`config.mk`:
```
export PLATFORM = sky130hd
export DESIGN_NAME = pressure_heatmap_colorizer_flat
export DESIGN_NICKNAME = d
export VERILOG_FILES = /design/src/rtl/phc_pkg.sv /design/src/rtl/phc_stream_if.sv /design/src/rtl/phc_datapath.sv /design/src/rtl/phc_ctrl.sv /design/src/rtl/pressure_heatmap_colorizer.sv /design/src/flat_wrapper.sv
export SDC_FILE = /design/constraint.sdc
export NUM_CORES = 1
export LEC_CHECK = 0
export ABC_AREA = 1
export BUFFER_PORTS_ARGS = -buffer_cell sky130_fd_sc_hd__buf_4
export CAP_MARGIN = 20
export CORE_MARGIN = 4
export CORE_UTILIZATION = 50
export DETAILED_ROUTE_END_ITERATION = 8
export PLACE_DENSITY = 0.74
export SETUP_SLACK_MARGIN = 0.2
export SLEW_MARGIN = 20
export SYNTH_ARGS = -nofsm -noshare
export SYNTH_HDL_FRONTEND = slang
export SYNTH_SLANG_ARGS = --single-unit
export TNS_END_PERCENT = 20
```
`constraint.sdc`:
```
create_clock -name clk_i -period 3.43 [get_ports clk_i]
set_input_delay 0 -clock clk_i [delete_from_list [all_inputs] [get_ports clk_i]]
set_output_delay 0 -clock clk_i [all_outputs]
set_load 0.005 [all_outputs]
```
`src/rtl/phc_pkg.sv`:
```
package phc_pkg;

  // Sample and hue fixed-point formats.
  localparam int SampleWidth  = 32;
  localparam int DensityWidth = 16;
  localparam int ColorWidth   = 8;
  localparam int HueFracBits  = 8;

  // The hue quotient is at most 6.0, so it needs three integer bits.
  localparam int QuotWidth   = HueFracBits + 3;
  localparam int DivSteps    = QuotWidth;
  localparam int DivCntWidth = $clog2(DivSteps);

  localparam logic [QuotWidth-1:0]  HueFull   = QuotWidth'(6 * (1 << HueFracBits));
  localparam logic [ColorWidth-1:0] ColorMax  = '1;
  localparam logic [ColorWidth-1:0] GrayReset = 8'hBB;

  // Configuration register indexes.
  localparam int CfgIdxWidth = 1;
  localparam logic [CfgIdxWidth-1:0] CfgShowPressure = 1'b0;
  localparam logic [CfgIdxWidth-1:0] CfgGrayLevel    = 1'b1;

  // Commands from the controller to the datapath.
  typedef struct packed {
    logic load;
    logic update;
    logic diff;
    logic scale;
    logic div_step;
    logic color;
  } phc_cmd_t;

endpackage

```
`src/rtl/phc_stream_if.sv`:
```
// Input channel: one grid cell per transaction.
interface phc_in_if;
  logic                                 valid;
  logic                                 ready;
  logic signed [phc_pkg::SampleWidth-1:0]  pressure_sample;
  logic        [phc_pkg::DensityWidth-1:0] density_sample;

  modport source (output valid, output pressure_sample, output density_sample, input ready);
  modport sink   (input valid, input pressure_sample, input density_sample, output ready);
endinterface

// Output channel: one RGBA color per transaction.
interface phc_out_if;
  logic                              valid;
  logic                              ready;
  logic [phc_pkg::ColorWidth-1:0]    red;
  logic [phc_pkg::ColorWidth-1:0]    green;
  logic [phc_pkg::ColorWidth-1:0]    blue;
  logic [phc_pkg::ColorWidth-1:0]    alpha;

  modport source (output valid, output red, output green, output blue, output alpha,
                  input ready);
  modport sink   (input valid, input red, input green, input blue, input alpha,
                  output ready);
endinterface

```
`src/rtl/phc_datapath.sv`:
```
module phc_datapath (
  input  logic                                  clk_i,
  input  logic                                  rst_ni,
  input  phc_pkg::phc_cmd_t                     cmd_i,
  input  logic                                  show_pressure_i,
  input  logic [phc_pkg::ColorWidth-1:0]        gray_level_i,
  input  logic signed [phc_pkg::SampleWidth-1:0] pressure_i,
  input  logic [phc_pkg::DensityWidth-1:0]      density_i,
  output logic [phc_pkg::ColorWidth-1:0]        red_o,
  output logic [phc_pkg::ColorWidth-1:0]        green_o,
  output logic [phc_pkg::ColorWidth-1:0]        blue_o,
  output logic [phc_pkg::ColorWidth-1:0]        alpha_o
);
  import phc_pkg::*;

  localparam logic signed [SampleWidth-1:0] MostPos = {1'b0, {(SampleWidth-1){1'b1}}};
  localparam logic signed [SampleWidth-1:0] MostNeg = {1'b1, {(SampleWidth-1){1'b0}}};
  localparam logic [HueFracBits+1:0]        TwoOne  = (HueFracBits+2)'(1 << (HueFracBits+1));

  logic signed [SampleWidth-1:0]  p_q;
  logic [DensityWidth-1:0]        dens_q;
  logic signed [SampleWidth-1:0]  min_q, max_q;
  logic [SampleWidth-1:0]         d_q, range_q, rem_q;
  logic [2:0]                     num_low_q;
  logic [QuotWidth-1:0]           quot_q;
  logic                           flat_q;
  logic [ColorWidth-1:0]          red_q, green_q, blue_q, alpha_q;

  logic [SampleWidth+2:0]         six_d;
  logic [SampleWidth:0]           trial;
  logic                           qbit;
  logic [QuotWidth-1:0]           hue, hue_m1;
  logic [HueFracBits:0]           hue_mod, x;
  logic [HueFracBits+ColorWidth:0] x_scaled;
  logic [ColorWidth-1:0]          xc;
  logic [2:0]                     seg;
  logic [ColorWidth-1:0]          r_hue, g_hue, b_hue;

  // Input capture.
  always_ff @(posedge clk_i) begin
    if (cmd_i.load) begin
      p_q    <= pressure_i;
      dens_q <= density_i;
    end
  end

  // Running extremes, updated before the cell is colored.
  always_ff @(posedge clk_i or negedge rst_ni) begin
    if (!rst_ni) begin
      min_q <= MostPos;
      max_q <= MostNeg;
    end else if (cmd_i.update) begin
      if (p_q > max_q) max_q <= p_q;
      if (p_q < min_q) min_q <= p_q;
    end
  end

  // Times six as two shifted copies added together.
  assign six_d = {1'b0, d_q, 2'b00} + {2'b00, d_q, 1'b0};

  // One restoring division step: shift in the next numerator bit, then subtract.
  assign trial = {rem_q, num_low_q[2]};
  assign qbit  = (trial >= {1'b0, range_q});

  // The remainder starts at six times d over eight, which is already below the range.
  always_ff @(posedge clk_i) begin
    if (cmd_i.diff) begin
      d_q     <= SampleWidth'(p_q - min_q);
      range_q <= SampleWidth'(max_q - min_q);
    end
    if (cmd_i.scale) begin
      rem_q     <= six_d[SampleWidth+2:3];
      num_low_q <= six_d[2:0];
      quot_q    <= '0;
      flat_q    <= (range_q == '0);
    end else if (cmd_i.div_step) begin
      rem_q     <= qbit ? SampleWidth'(trial - {1'b0, range_q}) : trial[SampleWidth-1:0];
      num_low_q <= {num_low_q[1:0], 1'b0};
      quot_q    <= {quot_q[QuotWidth-2:0], qbit};
    end
  end

  // Hue ramp: triangle ramp within each segment, scaled to 0..255.
  assign hue      = flat_q ? '0 : HueFull - quot_q;
  assign hue_m1   = hue - QuotWidth'(1);
  assign hue_mod  = hue[HueFracBits:0];
  assign x        = hue_mod[HueFracBits] ? (HueFracBits+1)'(TwoOne - {1'b0, hue_mod}) : hue_mod;
  assign x_scaled = {x, {ColorWidth{1'b0}}} - {{ColorWidth{1'b0}}, x};
  assign xc       = x_scaled[HueFracBits+ColorWidth-1:HueFracBits];
  assign seg      = (hue == '0) ? 3'd0 : hue_m1[QuotWidth-1:HueFracBits];

  always_comb begin
    case (seg)
      3'd0: begin r_hue = ColorMax; g_hue = xc;       b_hue = '0;       end
      3'd1: begin r_hue = xc;       g_hue = ColorMax; b_hue = '0;       end
      3'd2: begin r_hue = '0;       g_hue = ColorMax; b_hue = xc;       end
      3'd3: begin r_hue = '0;       g_hue = xc;       b_hue = ColorMax; end
      3'd4: begin r_hue = xc;       g_hue = '0;       b_hue = ColorMax; end
      3'd5: begin r_hue = ColorMax; g_hue = '0;       b_hue = xc;       end
      default: begin r_hue = '0;    g_hue = '0;       b_hue = '0;       end
    endcase
  end

  // Output register, held until the next color command.
  always_ff @(posedge clk_i) begin
    if (cmd_i.color) begin
      if (show_pressure_i) begin
        red_q   <= r_hue;
        green_q <= g_hue;
        blue_q  <= b_hue;
        alpha_q <= ColorMax;
      end else begin
        red_q   <= gray_level_i;
        green_q <= gray_level_i;
        blue_q  <= gray_level_i;
        alpha_q <= (|dens_q[DensityWidth-1:ColorWidth]) ? ColorMax : dens_q[ColorWidth-1:0];
      end
    end
  end

  assign red_o   = red_q;
  assign green_o = green_q;
  assign blue_o  = blue_q;
  assign alpha_o = alpha_q;

  // The extremes move only on an update command.
  a_max_only_on_update: assert property (@(posedge clk_i) disable iff (!rst_ni)
    !$stable(max_q) |-> $past(cmd_i.update)) else $error("max changed outside update");
  a_min_only_on_update: assert property (@(posedge clk_i) disable iff (!rst_ni)
    !$stable(min_q) |-> $past(cmd_i.update)) else $error("min changed outside update");

endmodule

```
`src/rtl/phc_ctrl.sv`:
```
module phc_ctrl (
  input  logic              clk_i,
  input  logic              rst_ni,
  input  logic              in_valid_i,
  output logic              in_ready_o,
  output logic              out_valid_o,
  input  logic              out_ready_i,
  output phc_pkg::phc_cmd_t cmd_o
);
  import phc_pkg::*;

  typedef enum logic [5:0] {
    StIdle   = 6'b000001,
    StUpdate = 6'b000010,
    StDiff   = 6'b000100,
    StScale  = 6'b001000,
    StDiv    = 6'b010000,
    StColor  = 6'b100000
  } phc_state_e;

  phc_state_e             state_q, state_d;
  logic [DivCntWidth-1:0] cnt_q, cnt_d;
  logic                   out_valid_q, out_valid_d;
  logic                   in_fire;

  assign in_ready_o  = (state_q == StIdle);
  assign in_fire     = in_valid_i && in_ready_o;
  assign out_valid_o = out_valid_q;

  // Sequencer: update extremes, form operands, divide, then color.
  always_comb begin
    state_d = state_q;
    cnt_d   = cnt_q;
    cmd_o   = '0;
    case (state_q)
      StIdle: begin
        cmd_o.load = in_fire;
        if (in_fire) state_d = StUpdate;
      end
      StUpdate: begin
        cmd_o.update = 1'b1;
        state_d      = StDiff;
      end
      StDiff: begin
        cmd_o.diff = 1'b1;
        state_d    = StScale;
      end
      StScale: begin
        cmd_o.scale = 1'b1;
        cnt_d       = '0;
        state_d     = StDiv;
      end
      StDiv: begin
        cmd_o.div_step = 1'b1;
        cnt_d          = cnt_q + DivCntWidth'(1);
        if (cnt_q == DivCntWidth'(DivSteps - 1)) state_d = StColor;
      end
      StColor: begin
        // Wait while the previous result still sits unread in the output register.
        if (!out_valid_q || out_ready_i) begin
          cmd_o.color = 1'b1;
          state_d     = StIdle;
        end
      end
      default: state_d = StIdle;
    endcase
  end

  // Output valid flag for the result register.
  always_comb begin
    out_valid_d = out_valid_q;
    if (cmd_o.color) out_valid_d = 1'b1;
    else if (out_ready_i) out_valid_d = 1'b0;
  end

  always_ff @(posedge clk_i or negedge rst_ni) begin
    if (!rst_ni) begin
      state_q     <= StIdle;
      cnt_q       <= '0;
      out_valid_q <= 1'b0;
    end else begin
      state_q     <= state_d;
      cnt_q       <= cnt_d;
      out_valid_q <= out_valid_d;
    end
  end

  a_fire_starts_update: assert property (@(posedge clk_i) disable iff (!rst_ni)
    in_fire |=> state_q == StUpdate) else $error("accepted cell did not start an update");
  a_div_length: assert property (@(posedge clk_i) disable iff (!rst_ni)
    (state_q == StDiv && cnt_q == DivCntWidth'(DivSteps - 1)) |=> state_q == StColor)
    else $error("division did not end after the last step");
  a_result_from_color: assert property (@(posedge clk_i) disable iff (!rst_ni)
    $rose(out_valid_q) |-> $past(state_q == StColor))
    else $error("result appeared outside the color step");

endmodule

```
`src/rtl/pressure_heatmap_colorizer.sv`:
```
// Channel     | Dir | Payload                                | Transfer
// in_if_i     | in  | pressure_sample s32, density_sample u16 | valid && ready
// out_if_o    | out | red, green, blue, alpha (8 bits each)   | valid && ready
// cfg_*_i     | in  | index 0 show_pressure, 1 gray_level     | cfg_we_i high
//
// Each cell goes from acceptance to the next accept through these steps in order:
// update the extremes, form the operands and scale, eleven steps of the radix-2 divider
// that forms the hue quotient, and finally color and load the output register.
// A new cell is accepted while the previous result waits in the output register; the
// color step stalls only if that result is still unread.
// Reset (rst_ni low, asynchronous) restores the extremes and configuration registers.
module pressure_heatmap_colorizer (
  input  logic                                  clk_i,
  input  logic                                  rst_ni,
  phc_in_if.sink                                in_if_i,
  phc_out_if.source                             out_if_o,
  input  logic                                  cfg_we_i,
  input  logic [phc_pkg::CfgIdxWidth-1:0]       cfg_idx_i,
  input  logic [phc_pkg::ColorWidth-1:0]        cfg_wdata_i
);
  import phc_pkg::*;

  logic                  show_pressure_q;
  logic [ColorWidth-1:0] gray_level_q;
  phc_cmd_t              cmd;

  // Configuration registers.
  always_ff @(posedge clk_i or negedge rst_ni) begin
    if (!rst_ni) begin
      show_pressure_q <= 1'b0;
      gray_level_q    <= GrayReset;
    end else if (cfg_we_i) begin
      case (cfg_idx_i)
        CfgShowPressure: show_pressure_q <= cfg_wdata_i[0];
        CfgGrayLevel:    gray_level_q    <= cfg_wdata_i;
        default: ;
      endcase
    end
  end

  phc_ctrl u_ctrl (
    .clk_i       (clk_i),
    .rst_ni      (rst_ni),
    .in_valid_i  (in_if_i.valid),
    .in_ready_o  (in_if_i.ready),
    .out_valid_o (out_if_o.valid),
    .out_ready_i (out_if_o.ready),
    .cmd_o       (cmd)
  );

  phc_datapath u_datapath (
    .clk_i           (clk_i),
    .rst_ni          (rst_ni),
    .cmd_i           (cmd),
    .show_pressure_i (show_pressure_q),
    .gray_level_i    (gray_level_q),
    .pressure_i      (in_if_i.pressure_sample),
    .density_i       (in_if_i.density_sample),
    .red_o           (out_if_o.red),
    .green_o         (out_if_o.green),
    .blue_o          (out_if_o.blue),
    .alpha_o         (out_if_o.alpha)
  );

endmodule

```
`src/flat_wrapper.sv`:
```
// flat-port wrapper written by rule: the top's interface ports become plain ports
module pressure_heatmap_colorizer_flat import phc_pkg::*;
  (clk_i, rst_ni, cfg_we_i, cfg_idx_i, cfg_wdata_i, in_if_i_valid, in_if_i_pressure_sample, in_if_i_density_sample, in_if_i_ready, out_if_o_valid, out_if_o_red, out_if_o_green, out_if_o_blue, out_if_o_alpha, out_if_o_ready);
  phc_in_if in_if_i_i ();
  phc_out_if out_if_o_i ();
  input  logic clk_i;
  input  logic rst_ni;
  input  logic cfg_we_i;
  input  logic [phc_pkg::CfgIdxWidth-1:0] cfg_idx_i;
  input  logic [phc_pkg::ColorWidth-1:0] cfg_wdata_i;
  input wire logic [$bits(in_if_i_i.valid)-1:0] in_if_i_valid;
  input wire logic [$bits(in_if_i_i.pressure_sample)-1:0] in_if_i_pressure_sample;
  input wire logic [$bits(in_if_i_i.density_sample)-1:0] in_if_i_density_sample;
  output wire logic [$bits(in_if_i_i.ready)-1:0] in_if_i_ready;
  output wire logic [$bits(out_if_o_i.valid)-1:0] out_if_o_valid;
  output wire logic [$bits(out_if_o_i.red)-1:0] out_if_o_red;
  output wire logic [$bits(out_if_o_i.green)-1:0] out_if_o_green;
  output wire logic [$bits(out_if_o_i.blue)-1:0] out_if_o_blue;
  output wire logic [$bits(out_if_o_i.alpha)-1:0] out_if_o_alpha;
  input wire logic [$bits(out_if_o_i.ready)-1:0] out_if_o_ready;
  assign in_if_i_i.valid = in_if_i_valid;
  assign in_if_i_i.pressure_sample = in_if_i_pressure_sample;
  assign in_if_i_i.density_sample = in_if_i_density_sample;
  assign in_if_i_ready = in_if_i_i.ready;
  assign out_if_o_valid = out_if_o_i.valid;
  assign out_if_o_red = out_if_o_i.red;
  assign out_if_o_green = out_if_o_i.green;
  assign out_if_o_blue = out_if_o_i.blue;
  assign out_if_o_alpha = out_if_o_i.alpha;
  assign out_if_o_i.ready = out_if_o_ready;
  pressure_heatmap_colorizer u_core (.clk_i(clk_i), .rst_ni(rst_ni), .in_if_i(in_if_i_i), .out_if_o(out_if_o_i), .cfg_we_i(cfg_we_i), .cfg_idx_i(cfg_idx_i), .cfg_wdata_i(cfg_wdata_i));
endmodule
```
# Yosys cells after proc, flatten, opt, wreduce, memory -nomap -nowiden
# Index checks and enable logic that the tools add are counted.
# totals
reg_bits,275
output_inout_bits,34
elab_cells,96
# op_classes
addsub,9
order_cmp,3
eq_ne,15
muxes,28
bitwise_logic,1
reduce_logical,21
# op_table
operator,n
$mux 32,3
$sub 32x32->32,3
$pmux 8 s2,3
$pmux 6 s6,1
$add 34x33->35,1
$ge 33x32->1,1
$gt 32x32->1,1
$logic_not 32->1,1
$lt 32x32->1,1
$mux 8,3
$mux 6,3
$sub 16x9->16,1
$reduce_or 2->1,6
$logic_not 11->1,1
$mux 11,1
$sub 11x1->11 const B,1
$sub 11x11->11 const A,1
$mux 1,9
$mux 3,3
$mux 9,1
$reduce_or 9->1,1
$sub 1x9->9 const A,1
$pmux 4 s2,1
$reduce_and 2->1,4
20 further kinds,25

# Depth between registers and ports, before layout
# Gate-level depths: netlist of run 1.
# logic_depth
ltp_word,8
mapped_depth,22
depth_no_buf,22

# Modules after synthesis
# A second synthesis of run 1 with hierarchy kept.
# unflattened
cells_unflattened,2329
area_unflattened_um2,18883.1
# by_module_without_submodules
module,n_inst,cells_each,area_each_um2,seq_area_each_um2
phc_datapath,1,2211,17898.4,7236.9
phc_ctrl,1,77,611.8,276.5
pressure_heatmap_colorizer,1,41,372.9,232.7

# Worst setup path after synthesis of run 1
# No wires, ideal clock.
# synth_timing
kind,reg2reg
startpoint,register u_core.u_ctrl.state_q[0]
endpoint,register u_core.u_datapath.dens_q[0] (enable)
arrival_time_ps,3170
setup_slack_ps,-194
stages_incl_launch_ff,5
n_path_buf,0
path_cell_list,dfstp_2 inv_1 nor4_1 inv_1 nor2_1
# synth_lines
item,line_no,rtl
"start, declared",phc_ctrl.sv:21,"phc_state_e state_q, state_d;"
"start signal, assigned",phc_ctrl.sv:78,state_q <= StIdle;
"start signal, assigned",phc_ctrl.sv:82,state_q <= state_d;
"end signal, assigned",phc_datapath.sv:43,dens_q <= density_i;
"end, declared",phc_datapath.sv:21,logic [DensityWidth-1:0] dens_q;

# Worst setup path in the final report of run 1
# layout_timing
startpoint,register u_core.u_datapath.p_q[0]
endpoint,register u_core.u_datapath.min_q[7]
# layout_between
elab_chain_cells,2
# layout_rtl
item,line_no,rtl
"start, declared",phc_datapath.sv:20,logic signed [SampleWidth-1:0] p_q;
"start signal, assigned",phc_datapath.sv:42,p_q <= pressure_i;
$lt 32x32->1,phc_datapath.sv:54,if (p_q < min_q) min_q <= p_q;
$reduce_and 2->1 (no line),--,
"end signal, assigned",phc_datapath.sv:50,min_q <= MostPos;
"end signal, assigned",phc_datapath.sv:54,
"end, declared",phc_datapath.sv:22,"logic signed [SampleWidth-1:0] min_q, max_q;"
# No other way between the ends.
# A chain may end at the register's enable or synchronous reset.

==> results of run 1 <==
==> stage by stage <==
step / total power (uW) / setup WS [ns]
4_1_cts: 18500 / 0.213
3_3_place_gp: 14800 / 0.407
2_1_floorplan: 12500 / 0.471
6_report: 18600 / 0.315
3_5_place_dp: 15000 / 0.251
5_1_grt: 20100 / 0.104
==> critical path, cell delays in order, from the launching register on <==
cell and delay (ns):
edfxtp_1 0.32, inv_1 0.07, ha_1 0.23, fa_1 0.40, o21ai_0 0.45, a21oi_1 0.24
o21bai_2 0.26, a21o_1 0.23, nand2_1 0.09, nand2_1 0.07, nand2_1 0.05, nand2_1 0.07
nand2_2 0.06, buf_12 0.17, o21ai_0 0.24
==> power groups by stage <==
stage	Combinational, uW	Clock, uW	Sequential, uW
after global placement	9220	0	5540
after CTS	9570	3400	5510
after global routing	11000	3550	5600
after detailed placement	9440	0	5560
after floorplan	7120	0	5370
final	9730	3330	5520
==> cell usage in the layout, fill, tap and decap left out, types with 9 or more instances in the layout <==
cell type	netlist	routed
nor3_1	26	25
buf_4	1	110
o21bai_1	12	12
dfrtp_1	45	45
nor4_1	18	18
ha_1	165	164
xor2_1	69	69
a31oi_1	17	17
o22ai_1	13	13
o211ai_1	17	17
nand3_2	7	9
a21oi_1	180	180
edfxtp_1	179	179
clkbuf_16	0	32
a21o_1	14	14
xnor2_1	35	35
nand2_1	526	524
nand2_2	15	16
dlygate4sd3_1	0	62
nand3_1	96	93
nor2_1	148	145
inv_1	335	334
nand4_1	23	23
o21ai_0	179	177
dfxtp_1	11	11
dfstp_2	39	39
==> cell families (layout without fill, tap and decap cells) <==
logic type               count (synthesis)  count (layout)  share of synthesized area
AND/OR/NAND/NOR                        879             879                      0.199
AO/OA/AOI/OAI                          478             478                      0.142
buffers and inverters                  374             575                     0.0772
flip-flops                             274             274                      0.414
adder cells (fa/ha/maj)                169             169                      0.114
XOR/XNOR                               104             104                     0.0486
multiplexers                             7               7                    0.00421
==> registers in the layout, summed over array words and instances (netlist names) <==
register,cells
u_core.u_datapath.quot_q,11
u_core.u_datapath.max_q,32
u_core.u_datapath.p_q,32
u_core.u_datapath.d_q,32
u_core.u_ctrl.cnt_q,4
u_core.u_datapath.red_o,8
u_core.u_datapath.range_q,32
u_core.u_datapath.min_q,32
u_core.u_datapath.dens_q,16
u_core.u_datapath.alpha_o,8
u_core.u_datapath.rem_q,32
u_core.u_datapath.num_low_q,2
u_core.gray_level_q,8
u_core.show_pressure_q,1
u_core.u_ctrl.out_valid_o,1
u_core.u_datapath.green_o,8
u_core.u_ctrl.state_q,6
u_core.u_datapath.flat_q,1
u_core.u_datapath.blue_o,8
==> routing by layer <==
| layer | routed length (um) | vias up | global-route usage |
|---|---|---|---|
| met4 | 1240 | 0 | 0.0659 |
| met1 | 21400 | 7402 | 0.315 |
| met3 | 2400 | 78 | 0.0222 |
| met2 | 22000 | 456 | 0.382 |
| met5 | 0 | - | 0 |
| li1 | - | 8076 | - |
==> worst paths after layout <==
kind / startpoint / end / slack (ns)
max: u_core.u_datapath.p_q[0] / u_core.u_datapath.min_q[7] / 0.31
min: rst_ni / u_core.u_datapath.max_q[5] / 0.01
max reg2reg: u_core.u_datapath.p_q[0] / u_core.u_datapath.min_q[7] / 0.31
min reg2reg: u_core.u_datapath.min_q[29] / u_core.u_datapath.min_q[29] / 0.49
max in group asynchronous: rst_ni / u_core.u_ctrl.state_q[0] / 2.47
min in group clk_i: cfg_idx_i / u_core.gray_level_q[6] / 0.09
==> what timing repair did <==
item                                    in CTS  in global routing
endpoints found under the setup margin       0                 81
hold endpoints to repair                   111                  0
hold buffers                                62                  0
setup buffers                                0                  2
resized for setup                            0                 12
==> area by class of cell <==
| cell class | instances | area share |
|---|---|---|
| inverter | 341 | 0.0587 |
| tap | 468 | 0.0268 |
| sequential | 274 | 0.355 |
| clock inverter | 17 | 0.00889 |
| clock buffer | 39 | 0.0384 |
| timing repair buffer | 178 | 0.0718 |
| multi-input combinational | 1637 | 0.440 |
==> impl_metrics.csv, run 1 <==
group,metric,value,unit
clock_network,clk_latency,0.56,ns
critical_path,critPathKind,"flop to flop",
yosys,ys_types,54,
yosys,ys_ff_latch,274,
cells_and_area,fin_cells,2954,
sta,period_minus_slack,3.12,ns
yosys,avgSynthCellArea,8.20,sq um
yosys,syn-instance-count,2285,
cells_and_area,diodes,0,
sta,period_share,0.908,
die,fp.dieArea,40600,sq um
yosys,syn_area,18700,sq um
critical_path,cp.required,3.89,ns
yosys,synthArstFlopShare,0.307,
cells_and_area,layout.core_utilization,0.593,
yosys,yosysMostFrequentCell,"nand2_1",
route,route.vias.total,16012,
cells_and_area,nFillCells,3191,
yosys,synth_top_area_frac,0.287,
cells_and_area,multi_input_area,9600,sq um
route,drtAntennaViolNets,0,
cells_and_area,area_growth,16.4,%
power,vdd_ir_drop_max,583,uV
yosys,synth_common_cells,"nand2_1, inv_1, a21oi_1",
route,drt_pass1_iterations,5,
clock_network,clock_path_buffers,3,
power,cellInternalPower,10500,uW
critical_path,crit_fanout,64,
sta,slew-limit-headroom,0.416,
critical_path,cp.arrival,3.58,ns
placement,place.gp.congestion,0.950,
power,pwr-share-seq,0.297,
route,drcViolationCount,0,
power,switching_share,0.434,
critical_path,reg2regPathDepth,14,
route,wl_per_cell,15.9,um
grt,grt_pass1_wl,77400,um
placement,place_area,20100,sq um
sta,setup_violations,0,
placement,numPortBuffers,95,
cells_and_area,drive_gt1_frac,0.109,
clock_network,cts_tree,"built",
clock_network,cts_root_buf,"clkbuf_16",
grt,grt_antenna_before_repair,0,
power,power_density,852,nW/um^2
sta,worst_pin_slew,0.875,ns
clock_network,cts_sinks,274,
die,fp.dieW,202,um
die,start_util,0.509,
grt,grt_pass1_vias,15817,
sta,final-hold-violation-count,0,
grt,grt_max_degree,65,
power,power.switching,8070,uW
worst_hold_path,min-delay-path-class,"primary input to async pin",
grt,track_usage,0.227,
sta,finClkSkew,0.0130,ns
sta,drv_slew,0,
die,std_cell_rows,70,
cells_and_area,regArea,7750,sq um
yosys,yosysSeqAreaShare,0.414,
power,combPwrFrac,0.523,
sta,fin_hold_ws,0.0141,ns
yosys,synth_fp_nets,2516,
clock_network,cts.clk_slew.worst_paths,0.06,ns
yosys,synthTopCellsByArea,"edfxtp_1, ha_1, nand2_1",
power,p_clk_frac,0.179,
sta,rsz0062_at_grt,"true",
grt,grt_overflow,0,
cells_and_area,final_cell_area,21800,sq um
sta,max_freq,0.321,GHz
yosys,synth_top_cell_by_area,"edfxtp_1",
placement,dp_cells,2834,
power,p_leak,0.0100,uW
yosys,yosysWarnings,0,
die,die_h,202,um
die,core_area,36800,sq um
yosys,synth_ff_type,"edfxtp_1",
sta,setup-tns-final,0,ns
route,drt_iter0_markers,1191,
clock_network,cts-htree-levels,1,
clock_network,cts_buffers,30,
die,io_pins,96,
critical_path,critPathCaptureType,"flop",
route,routed_wl,47000,um
run,max_cap_violations,0,
cells_and_area,fin_nets,2693,
critical_path,start_kind,"flop",
placement,place_hpwl,36000,um
route,via_per_inst,5.42,
yosys,synth_edf_count,179,
run_status,status,"completed",
Note: power is estimated with default switching activity, not from simulation.
==> run 2: changes to the inputs <==
Settings changed: CORE_UTILIZATION 50 to 35, PLACE_DENSITY 0.74 to 0.62.
==> run 2 against run 1 <==
  * First-iteration DRC count is 16% lower
  * Non-clock buffer count fell by 2
  * Register-to-register slack barely moved
  * Largest cell class unchanged
  * Sequential power is essentially flat
  * Clock-buffer cell count decreased by 6
==> impl_metrics.csv, run 2 (synthesis results as in run 1) <==
group,metric,value,unit
die,start_util,0.355,
sta,worst_pin_slew,0.827,ns
critical_path,cp_slowest_cell,"dfstp_2",
die,die_h,239,um
sta,period_minus_slack,3.11,ns
cells_and_area,layout_common_cells,"nand2_1, inv_1, a21oi_1",
clock_network,clock_path_buffers,3,
run_status,status,"completed",
route,met1Wirelength,22000,um
critical_path,endpoint,"u_core.u_datapath.d_q[21]",
die,core_area,52800,sq um
critical_path,reg2regPathDepth,13,
cells_and_area,fin_nets,2692,
critical_path,crit_start,"u_core.u_datapath.min_q[2]",
placement,numPortBuffers,95,
sta,setup_violations,0,
grt,grt_pass1_vias,15712,
critical_path,reg2reg_slack,0.32,ns
sta,max_freq,0.322,GHz
clock_network,cts-htree-levels,1,
sta,period_share,0.907,
sta,layout_setup_ws,0.320,ns
critical_path,slowest_delay,0.54,ns
route,route.vias.total,15933,
grt,grt_antenna_before_repair,0,
die,fp.dieW,239,um
route,drt_iter0_markers,999,
sta,final-hold-violation-count,0,
clock_network,cts_buffers,31,
route,top_layer_used,"met4",
worst_hold_path,min-delay-path-class,"primary input to async pin",
critical_path,cp.depth,13,
route,wl_met3,1580,um
sta,setup-tns-final,0,ns
power,power_density,848,nW/um^2
critical_path,r2r_start,"u_core.u_datapath.min_q[2]",
route,drtAntennaViolNets,0,
grt,grt_max_degree,65,
sta,rsz0062_at_grt,"true",
run,max_cap_violations,0,
clock_network,cts_tree,"built",
power,vdd_ir_drop_max,570,uV
critical_path,crit_top_cell,"a21oi_1",
grt,grt_overflow,0,
route,drcViolationCount,0,
route,routed_wl,47300,um
critical_path,start_kind,"flop",
route,wl_per_cell,14.9,um
critical_path,crit_buf_inv,2,
die,io_pins,96,
grt,track_usage,0.163,
grt,grt_pass1_wl,77700,um
power,p_leak,0.0100,uW
clock_network,cts.clk_slew.worst_paths,0.06,ns
critical_path,critPathTopFamily,"compound AO/OA/AOI/OAI gates",
cells_and_area,mostFrequentLayoutCell,"nand2_1",
route,drt_pass1_iterations,5,
critical_path,r2r-end,"u_core.u_datapath.d_q[21]",
placement,place.gp.congestion,0.951,
critical_path,cp.required,3.73,ns
clock_network,cts_root_buf,"clkbuf_16",
critical_path,path_cells,"inv_1, ha_1, a21oi_1, o21ai_1, a21boi_0, o21ai_1, a21oi_1, inv_1, nand2_1, nand2_1, a21oi_1, o21ai_0, xor2_1",
cells_and_area,area_growth,18.1,%
die,std_cell_rows,84,
placement,preCtsSetupSlack,0.302,ns
route,via_per_inst,5.02,
sta,drv_slew,0,
critical_path,cp.arrival,3.41,ns
sta,slew-limit-headroom,0.449,
critical_path,crit_fanout,4,
critical_path,critPathKind,"flop to flop",
die,fp.dieArea,57300,sq um
placement,place_hpwl,37400,um
cells_and_area,drive_gt1_frac,0.111,
clock_network,clk_latency,0.57,ns
clock_network,cts_sinks,274,
critical_path,critPathCaptureType,"flop",
route,met2_wirelength,22600,um
sta,finClkSkew,0.0219,ns
run 2: cell types whose count changed in the layout (fill, tap and decap cells not counted), sizes merged:
cell      before  now
buf          116  114
inv          344  345
clkinvlp       0    5
bufinv         4    6
clkbuf        39   33
diode          0    1
run 2: metal layers:
metal  vias up  global-route usage
li1       8082                   -
met1      7411               0.222
met2       358               0.280
met3        82              0.0137
met4         0              0.0447
met5         -                   0
run 2: where the power goes:
part	internal, uW	total (uW)	switching (uW)	leakage [uW]
clock	2120	3510	1390	0.000524
combinational	3520	9750	6220	0.00680
sequential	4960	5510	547	0.00270
run 2: how the worst min path moves through the flow:
stage | from | end | depth (start not counted)
final | rst_ni | u_core.u_datapath.max_q[5] | 2
after global routing | cfg_idx_i | u_core.gray_level_q[5] | 3
after CTS | cfg_idx_i | u_core.gray_level_q[5] | 3
after detailed placement | rst_ni | u_core.u_datapath.max_q[6] | 1
after global placement | rst_ni | u_core.u_datapath.max_q[6] | 1
after floorplan | rst_ni | u_core.gray_level_q[2] | 0
run 2: through the flow:
step                      hold WS (ns)  power, uW  std cells  instance area [sq um]   util
after detailed placement        0.0876      15100       3054                  20400  0.386
after floorplan                 -0.296      12500       2285                  18700      -
after global routing            0.0600      20400       3174                  22100  0.419
after global placement          0.0751      14900       3054                  20400  0.386
final                           0.0258      18800       3175                  22100  0.419
after CTS                      0.00343      18800       3174                  22100  0.418
run 2: repair_timing:
| item | in CTS | in global routing |
|---|---|---|
| hold buffers | 62 | 0 |
| endpoints found under the hold margin | 117 | 0 |
| gates resized for setup | 0 | 11 |
| setup buffers | 0 | 0 |
| endpoints found under the setup margin | 0 | 69 |
run 2: worst reg2reg max path: stages (launching register included):
cell,delay [ns]
dfstp_2,0.54
inv_1,0.06
ha_1,0.33
a21oi_1,0.15
o21ai_1,0.11
a21boi_0,0.31
o21ai_1,0.20
a21oi_1,0.26
inv_1,0.12
nand2_1,0.07
nand2_1,0.12
a21oi_1,0.26
o21ai_0,0.14
xor2_1,0.18
run 2: cell type report:
cell class | instances | area [sq um]
diodes | 1 | 2.50
clock buffers | 33 | 783
clock inverters | 25 | 307
fillers | 5211 | 30600
inverters | 341 | 1280
multi-input cells | 1637 | 9610
flip-flops and latches | 274 | 7750
well taps | 688 | 861
repair buffers | 176 | 1530
